$ cat src/design/cps_pkg.sv
// Shared types, constants and fixed-point functions for the cart-pole step block
package cps_pkg;

    localparam int CFG_IDX_W = 3;
    localparam int CFG_DATA_W = 21;
    localparam int FMAG_W = 21;
    localparam int TSTEP_W = 17;
    localparam int PLIM_W = 21;
    localparam int ALIM_W = 17;
    localparam int STEP_W = 6;
    localparam int DIV_BITS = 48;
    localparam int CNT_W = 6;

    localparam logic [CFG_IDX_W-1:0] CFG_FMAG = 3'd0;
    localparam logic [CFG_IDX_W-1:0] CFG_TSTEP = 3'd1;
    localparam logic [CFG_IDX_W-1:0] CFG_PLIM = 3'd2;
    localparam logic [CFG_IDX_W-1:0] CFG_ALIM = 3'd3;

    localparam logic [FMAG_W-1:0] FMAG_RST = 21'd655360;
    localparam logic [TSTEP_W-1:0] TSTEP_RST = 17'd1311;
    localparam logic [PLIM_W-1:0] PLIM_RST = 21'd157286;
    localparam logic [ALIM_W-1:0] ALIM_RST = 17'd13726;

    localparam logic signed [31:0] FX_ONE = 32'sd65536;
    localparam logic signed [31:0] FX_G = 32'sd642253;
    localparam logic signed [31:0] FX_PML = 32'sd3277;
    localparam logic signed [31:0] FX_INV_TM = 32'sd59578;
    localparam logic signed [31:0] FX_MP_OVER_TM = 32'sd5958;
    localparam logic signed [31:0] FX_FOUR_THIRDS = 32'sd87381;
    localparam logic signed [31:0] FX_HALF = 32'sd32768;
    localparam logic signed [31:0] FX_HALF_PI = 32'sd102944;
    localparam logic signed [31:0] K_S0 = 32'sd1560;
    localparam logic signed [31:0] K_S1 = 32'sd3277;
    localparam logic signed [31:0] K_S2 = 32'sd10923;
    localparam logic signed [31:0] K_C0 = 32'sd1170;
    localparam logic signed [31:0] K_C1 = 32'sd2185;
    localparam logic signed [31:0] K_C2 = 32'sd5461;
    localparam logic signed [31:0] K_C3 = 32'sd32768;
    localparam logic signed [31:0] BOX_POS = 32'sd52429;
    localparam logic signed [31:0] BOX_VEL = 32'sd32768;
    localparam logic signed [31:0] BOX_DEG1 = 32'sd1144;
    localparam logic signed [31:0] BOX_DEG6 = 32'sd6863;
    localparam logic signed [31:0] BOX_RATE = 32'sd57190;

    localparam logic [STEP_W-1:0] MC_CLAMP = 6'd0;
    localparam logic [STEP_W-1:0] MC_A2 = 6'd1;
    localparam logic [STEP_W-1:0] MC_S0 = 6'd2;
    localparam logic [STEP_W-1:0] MC_S1U = 6'd3;
    localparam logic [STEP_W-1:0] MC_S1 = 6'd4;
    localparam logic [STEP_W-1:0] MC_S2U = 6'd5;
    localparam logic [STEP_W-1:0] MC_S2 = 6'd6;
    localparam logic [STEP_W-1:0] MC_SIN = 6'd7;
    localparam logic [STEP_W-1:0] MC_C0 = 6'd8;
    localparam logic [STEP_W-1:0] MC_C1U = 6'd9;
    localparam logic [STEP_W-1:0] MC_C1 = 6'd10;
    localparam logic [STEP_W-1:0] MC_C2U = 6'd11;
    localparam logic [STEP_W-1:0] MC_C2 = 6'd12;
    localparam logic [STEP_W-1:0] MC_C3U = 6'd13;
    localparam logic [STEP_W-1:0] MC_COS = 6'd14;
    localparam logic [STEP_W-1:0] MC_W2 = 6'd15;
    localparam logic [STEP_W-1:0] MC_PW2 = 6'd16;
    localparam logic [STEP_W-1:0] MC_PW2S = 6'd17;
    localparam logic [STEP_W-1:0] MC_TEMP = 6'd18;
    localparam logic [STEP_W-1:0] MC_GS = 6'd19;
    localparam logic [STEP_W-1:0] MC_NUM = 6'd20;
    localparam logic [STEP_W-1:0] MC_CC = 6'd21;
    localparam logic [STEP_W-1:0] MC_DEN0 = 6'd22;
    localparam logic [STEP_W-1:0] MC_DEN = 6'd23;
    localparam logic [STEP_W-1:0] MC_DIV = 6'd24;
    localparam logic [STEP_W-1:0] MC_X0 = 6'd25;
    localparam logic [STEP_W-1:0] MC_X1 = 6'd26;
    localparam logic [STEP_W-1:0] MC_X2 = 6'd27;
    localparam logic [STEP_W-1:0] MC_XACC = 6'd28;
    localparam logic [STEP_W-1:0] MC_NX = 6'd29;
    localparam logic [STEP_W-1:0] MC_NV = 6'd30;
    localparam logic [STEP_W-1:0] MC_NTH = 6'd31;
    localparam logic [STEP_W-1:0] MC_NW = 6'd32;

    typedef struct packed {
        logic accept;
        logic exec;
        logic [STEP_W-1:0] step;
        logic div_init;
        logic div_iter;
        logic finish;
    } t_cmd;

    function automatic logic signed [31:0] addq(input logic signed [31:0] a,
                                                input logic signed [31:0] b);
        logic signed [32:0] s;
        s = {a[31], a} + {b[31], b};
        if (s[32] != s[31]) return s[32] ? 32'sh8000_0000 : 32'sh7fff_ffff;
        return s[31:0];
    endfunction

    function automatic logic signed [31:0] subq(input logic signed [31:0] a,
                                                input logic signed [31:0] b);
        logic signed [32:0] s;
        s = {a[31], a} - {b[31], b};
        if (s[32] != s[31]) return s[32] ? 32'sh8000_0000 : 32'sh7fff_ffff;
        return s[31:0];
    endfunction

    function automatic logic signed [31:0] mulq(input logic signed [31:0] a,
                                                input logic signed [31:0] b);
        logic signed [63:0] p;
        logic signed [64:0] r;
        logic signed [48:0] f;
        p = a * b;
        r = {p[63], p} + 65'sd32768;
        f = r[64:16];
        if (f[48:31] != {18{f[31]}}) return f[48] ? 32'sh8000_0000 : 32'sh7fff_ffff;
        return f[31:0];
    endfunction

    function automatic logic [7:0] classify(input logic signed [31:0] x,
                                            input logic signed [31:0] v,
                                            input logic signed [31:0] th,
                                            input logic signed [31:0] w);
        logic [7:0] box;
        if (x < -BOX_POS) box = 8'd0;
        else if (x < BOX_POS) box = 8'd1;
        else box = 8'd2;
        if (v >= BOX_VEL) box = box + 8'd6;
        else if (v >= -BOX_VEL) box = box + 8'd3;
        if (th >= BOX_DEG6) box = box + 8'd45;
        else if (th >= BOX_DEG1) box = box + 8'd36;
        else if (th >= 0) box = box + 8'd27;
        else if (th >= -BOX_DEG1) box = box + 8'd18;
        else if (th >= -BOX_DEG6) box = box + 8'd9;
        if (w >= BOX_RATE) box = box + 8'd108;
        else if (w >= -BOX_RATE) box = box + 8'd54;
        return box;
    endfunction

endpackage

$ cat src/design/cps_ctrl.sv
// Sequencer for the cart-pole step: microstep counter, divider count, output valid
module cps_ctrl (
    input  logic           i_clk,
    input  logic           i_rst_n,
    input  logic           i_in_valid,
    output logic           o_in_stall,
    output logic           o_out_valid,
    input  logic           i_out_stall,
    output cps_pkg::t_cmd  o_cmd
);

    localparam logic [1:0] C_IDLE = 2'd0;
    localparam logic [1:0] C_RUN = 2'd1;
    localparam logic [1:0] C_DIV = 2'd2;
    localparam logic [1:0] C_DONE = 2'd3;

    logic [1:0] r_state, n_state;
    logic [cps_pkg::STEP_W-1:0] r_step, n_step;
    logic [cps_pkg::CNT_W-1:0] r_cnt, n_cnt;
    logic r_out_vld, n_out_vld;

    always_comb begin
        n_state = r_state;
        n_step = r_step;
        n_cnt = r_cnt;
        n_out_vld = r_out_vld && i_out_stall;
        o_cmd = '0;
        o_cmd.step = r_step;
        unique case (r_state)
            C_IDLE: begin
                if (i_in_valid) begin
                    o_cmd.accept = 1'b1;
                    n_state = C_RUN;
                    n_step = cps_pkg::MC_CLAMP;
                end
            end
            C_RUN: begin
                o_cmd.exec = 1'b1;
                if (r_step == cps_pkg::MC_DEN) begin
                    n_state = C_DIV;
                    n_step = cps_pkg::MC_DIV;
                    n_cnt = '0;
                end else if (r_step == cps_pkg::MC_NW) begin
                    n_state = C_DONE;
                end else begin
                    n_step = r_step + 1'b1;
                end
            end
            C_DIV: begin
                o_cmd.div_init = (r_cnt == '0);
                o_cmd.div_iter = (r_cnt != '0);
                if (r_cnt == cps_pkg::CNT_W'(cps_pkg::DIV_BITS)) begin
                    n_state = C_RUN;
                    n_step = cps_pkg::MC_X0;
                end else begin
                    n_cnt = r_cnt + 1'b1;
                end
            end
            C_DONE: begin
                if (!r_out_vld || !i_out_stall) begin
                    o_cmd.finish = 1'b1;
                    n_out_vld = 1'b1;
                    n_state = C_IDLE;
                end
            end
            default: n_state = C_IDLE;
        endcase
    end

    always_ff @(posedge i_clk) begin
        if (!i_rst_n) begin
            r_state <= C_IDLE;
            r_step <= '0;
            r_cnt <= '0;
            r_out_vld <= 1'b0;
        end else begin
            r_state <= n_state;
            r_step <= n_step;
            r_cnt <= n_cnt;
            r_out_vld <= n_out_vld;
        end
    end

    assign o_in_stall = (r_state != C_IDLE);
    assign o_out_valid = r_out_vld;

endmodule

$ cat config.mk
export PLATFORM = sky130hd
export DESIGN_NAME = cps_ctrl
export DESIGN_NICKNAME = d
export VERILOG_FILES = /design/src/design/cps_pkg.sv /design/src/design/cps_ctrl.sv
export SDC_FILE = /design/constraint.sdc
export NUM_CORES = 1
export LEC_CHECK = 0
export BUFFER_PORTS_ARGS = -buffer_cell sky130_fd_sc_hd__clkbuf_2
export CAP_MARGIN = 20
export CELL_PAD_IN_SITES_DETAIL_PLACEMENT = 0
export CELL_PAD_IN_SITES_GLOBAL_PLACEMENT = 1
export CORE_MARGIN = 10
export CORE_UTILIZATION = 41
export DETAILED_ROUTE_END_ITERATION = 8
export PLACE_DENSITY_LB_ADDON = 0.08
export SYNTH_ARGS = -nofsm -noshare
export SYNTH_HDL_FRONTEND = slang
export SYNTH_SLANG_ARGS = --single-unit
$ cat constraint.sdc
create_clock -name i_clk -period 2.7 [get_ports i_clk]
set_input_delay 0.135 -clock i_clk [delete_from_list [all_inputs] [get_ports i_clk]]
set_output_delay 0.135 -clock i_clk [all_outputs]
set_load 0.01 [all_outputs]
==> impl_metrics.prom <==
# TYPE chip_impl_metric gauge
chip_impl_info{name="grt_setup_unrepaired",value="false"} 1
chip_impl_metric{name="n_antenna_cell",unit=""} 0
chip_impl_info{name="r2r_start",value="r_cnt[0]$_SDFFE_PN0P_"} 1
chip_impl_metric{name="coreArea",unit="sq um"} 2455
chip_impl_metric{name="ios",unit=""} 17
chip_impl_info{name="run_status",value="finished clean"} 1
chip_impl_info{name="mostFrequentLayoutCell",value="clkbuf_2"} 1
chip_impl_metric{name="placementRows",unit=""} 18
chip_impl_metric{name="cts.clk_slew.worst_paths",unit="ns"} 0.11
chip_impl_metric{name="dieHeight",unit="um"} 70.54
chip_impl_metric{name="grt.total_usage",unit="%"} 10.64
chip_impl_metric{name="start_util",unit="%"} 42.66
chip_impl_metric{name="clock_insertion_delay_worst_skew",unit="ns"} 0.30
chip_impl_metric{name="detail_route.iter0.violations",unit=""} 98
chip_impl_metric{name="post-cts-setup-buffers",unit=""} 0
chip_impl_metric{name="syn_area_per_cell",unit="sq um"} 8.312
chip_impl_metric{name="syn_nets",unit=""} 138
chip_impl_metric{name="worst_ep_arrival_time",unit="ns"} 2.51
chip_impl_metric{name="grt_overflow",unit=""} 0
chip_impl_info{name="worstSetupStartpointType",value="register"} 1
chip_impl_metric{name="cap_viol_max_count",unit=""} 0
chip_impl_metric{name="crit_required",unit="ns"} 2.89
chip_impl_metric{name="dp_slack",unit="ns"} 0.4696
chip_impl_info{name="type_of_the_setup_path_with_the_least_slack",value="register to register"} 1
chip_impl_metric{name="cellPowerDensity",unit="nW/um^2"} 672.1
chip_impl_metric{name="viasPerCell",unit=""} 5.965
chip_impl_metric{name="ratio_of_cells_with_drive_above_1_in_the_final_layout",unit="%"} 18.88
chip_impl_metric{name="maximum_number_of_pins_on_one_net_before_global_route_repair",unit=""} 16
chip_impl_info{name="setup.worst_path.end",value="r_step[2]$_SDFFE_PN0P_"} 1
chip_impl_metric{name="fin_crit",unit="ns"} 2.317
chip_impl_info{name="clock_tree_from_tritoncts",value="built"} 1
chip_impl_metric{name="maxSlewHeadroom",unit="%"} 50.03
chip_impl_metric{name="dp.final_hpwl",unit="um"} 1929
chip_impl_metric{name="number_of_fill_cells",unit=""} 247
chip_impl_metric{name="finalWeightedCongestion",unit=""} 0.8246
chip_impl_info{name="timing.critical_path.from",value="r_cnt[0]$_SDFFE_PN0P_"} 1
chip_impl_metric{name="clk_path_buf_depth",unit=""} 2
chip_impl_metric{name="grt_first_pass_wirelength",unit="um"} 4450
chip_impl_metric{name="setup_viol_count_final",unit=""} 0
chip_impl_metric{name="die_outline_area",unit="sq um"} 4976
chip_impl_metric{name="yosys.cell_types.count",unit=""} 47
chip_impl_info{name="clk_root_buf",value="clkbuf_4"} 1
chip_impl_metric{name="multiInputGateArea",unit="sq um"} 689.4
chip_impl_metric{name="tritoncts.num_buffers",unit=""} 3
chip_impl_metric{name="holdBufCountCts",unit=""} 0
chip_impl_metric{name="ys_seq_area_share",unit="%"} 28.67
chip_impl_metric{name="drt-pass1-iter-count",unit=""} 4
chip_impl_metric{name="power.ir.vdd_worst",unit="uV"} 388.5
chip_impl_metric{name="drtAntennaViolNets",unit=""} 0
chip_impl_metric{name="netlist_instances",unit=""} 126
chip_impl_metric{name="final-hold-violation-count",unit=""} 0
chip_impl_metric{name="port_buffers",unit=""} 16
chip_impl_metric{name="seq_area",unit="sq um"} 300.3
chip_impl_info{name="final_cell_mix",value="16 x clkbuf_2, 15 x dfxtp_1, 9 x nand3_1, 9 x nand2_1"} 1
chip_impl_metric{name="post_cts_sizing_count",unit=""} 0
chip_impl_info{name="crit_path_end_kind",value="register"} 1
chip_impl_metric{name="clock_skew_after_layout",unit="ns"} 0.01176
chip_impl_metric{name="clock_sink_count",unit=""} 15
chip_impl_metric{name="drt_wl_total",unit="um"} 2670
chip_impl_metric{name="antenna_found_initial",unit=""} 0
chip_impl_metric{name="yosys_register_bits",unit=""} 15
chip_impl_metric{name="h_tree_lvls",unit=""} 1
chip_impl_metric{name="route.detailed.drc",unit=""} 0
chip_impl_metric{name="setup_slack",unit="ns"} 0.3834
chip_impl_metric{name="drt-wirelength-per-cell",unit="um"} 15.43
chip_impl_metric{name="worstMarginPinSlew",unit="ns"} 0.7481
chip_impl_metric{name="report.final.slew_viol_count",unit=""} 0
chip_impl_metric{name="critical_path_peak_fanout",unit=""} 6
chip_impl_info{name="reg2reg_to",value="r_step[2]$_SDFFE_PN0P_"} 1
chip_impl_metric{name="netlist_area",unit="sq um"} 1047
chip_impl_metric{name="area.growth.synth_to_final",unit="%"} 13.38
chip_impl_metric{name="chipWidth",unit="um"} 70.54
chip_impl_metric{name="grt_pass1_vias",unit=""} 935
chip_impl_metric{name="r2r.worst_path.cells",unit=""} 6
chip_impl_metric{name="cellLeakagePower",unit="nW"} 0.4830
chip_impl_metric{name="minimum_setup_slack_among_reg_to_reg_paths",unit="ns"} 0.38
chip_impl_metric{name="max_clock_freq",unit="MHz"} 431.7
chip_impl_metric{name="dr_total_vias",unit=""} 1032
chip_impl_info{name="hp-class",value="input port to register"} 1
chip_impl_metric{name="setup_total_neg_slack",unit="ns"} 0
chip_impl_metric{name="design.final.nets",unit=""} 156
chip_impl_metric{name="finalCritPeriodShare",unit="%"} 85.80
chip_impl_metric{name="synthesis_warnings",unit=""} 0
stage by stage:
| stage | std cells | cell area (sq um) | utilization [%] | hold slack [ns] | power (W) |
|---|---|---|---|---|---|
| after floorplan | 126 | 1047 | - | 0.3390 | 0.0005510 |
| after global placement | 169 | 1160 | 47.25 | 0.4877 | 0.0006617 |
| after detailed placement | 169 | 1160 | 47.25 | 0.4960 | 0.0006640 |
| after CTS | 173 | 1187 | 48.37 | 0.1811 | 0.0008012 |
| after global routing | 173 | 1187 | 48.37 | 0.2290 | 0.0008616 |
| final | 173 | 1187 | 48.37 | 0.1833 | 0.0007980 |
worst max-delay path: stages (launching register included):
cell and delay [ns]:
dfxtp_1 0.36, inv_1 0.06, ha_1 0.12, or3b_1 0.44
a2111oi_2 0.77, o211ai_1 0.18, a31o_2 0.28
metal layers:
layer	global-route usage [%]	wire length [um]	part of all wire (%)
met5	0	0	0
met4	3.871	32	1.2
met3	3.347	180	6.7
met2	15.87	1140	43
met1	14.00	1318	49
cell families (layout without fill, tap and decap cells):
| logic type | after synthesis | count (layout) | synth area share (%) |
|---|---|---|---|
| xor+xnor | 2 | 2 | 1.673 |
| simple gates | 46 | 46 | 26.16 |
| fa+ha+maj | 8 | 8 | 9.558 |
| buf+inv | 14 | 31 | 5.495 |
| mux | 3 | 3 | 2.867 |
| flops | 15 | 15 | 28.67 |
| compound gates | 38 | 38 | 25.57 |
sequential cells by signal, summed over array words and instances (netlist names):
signal / count
r_cnt: 6
r_step: 6
r_state: 2
o_out_valid: 1
cell type report:
| class | count | area share (%) |
|---|---|---|
| Multi-Input combinational cell | 97 | 58.06 |
| Tap cell | 30 | 3.161 |
| Clock buffer | 3 | 1.897 |
| Sequential cell | 15 | 25.29 |
| Timing Repair Buffer | 19 | 8.641 |
| Inverter | 8 | 2.529 |
| Clock inverter | 1 | 0.4215 |
synth_stat cells, drive strengths merged:
cell type  count  share of area [%]
a2111o         1                1.1
a2111oi        1                1.4
a211o          1               0.84
a211oi         1               0.72
a21boi         2                1.4
a21o           2                1.4
a21oi          8                3.8
a221oi         1               0.84
a31o           1               0.84
a31oi          1               0.60
a41o           1               0.96
and2           3                1.8
and4           1               0.84
and4bb         1                1.2
buf            2                1.2
clkbuf         4                1.4
dfxtp         15                 29
ha             8                9.6
inv            8                2.9
mux2i          3                2.9
nand2          9                3.2
nand2b         1               0.60
nand3          9                4.3
nand4          2                1.2
nand4b         2                1.7
nor2           4                1.4
nor2b          4                2.4
nor3b          1               0.72
nor4           1               0.60
nor4b          1               0.84
o2111ai        1               0.84
o211ai         2                1.4
o21a           1               0.72
o21ai          7                3.3
o221ai         1               0.84
o22ai          2                1.2
o311a          1               0.96
o31a           1               0.84
o31ai          2                1.4
or3            2                1.2
or3b           1               0.84
or4            2                1.4
or4b           2                1.9
xnor2          2                1.7
report_power, final:
group / total (W) / switching (W) / internal [W]
sequential: 0.000258 / 0.0000193 / 0.000239
clock: 0.000138 / 0.0000827 / 0.0000552
combinational: 0.000402 / 0.000244 / 0.000158
total: 0.000798 / 0.000346 / 0.000452
how the worst min path moves through the flow:
stage                     slack [ns]  cells past startpoint                   start                     end
final                           0.18                      3             i_out_stall  o_out_valid$_SDFF_PN0_
after global routing            0.23                      3             i_out_stall  o_out_valid$_SDFF_PN0_
after CTS                       0.18                      3             i_out_stall  o_out_valid$_SDFF_PN0_
after detailed placement        0.50                      3             i_out_stall  o_out_valid$_SDFF_PN0_
after global placement          0.49                      2  r_step[5]$_SDFFE_PN0P_  r_step[5]$_SDFFE_PN0P_
after floorplan                 0.34                      2                 i_rst_n  r_step[4]$_SDFFE_PN0P_
Power figures use the tool's default switching activity.
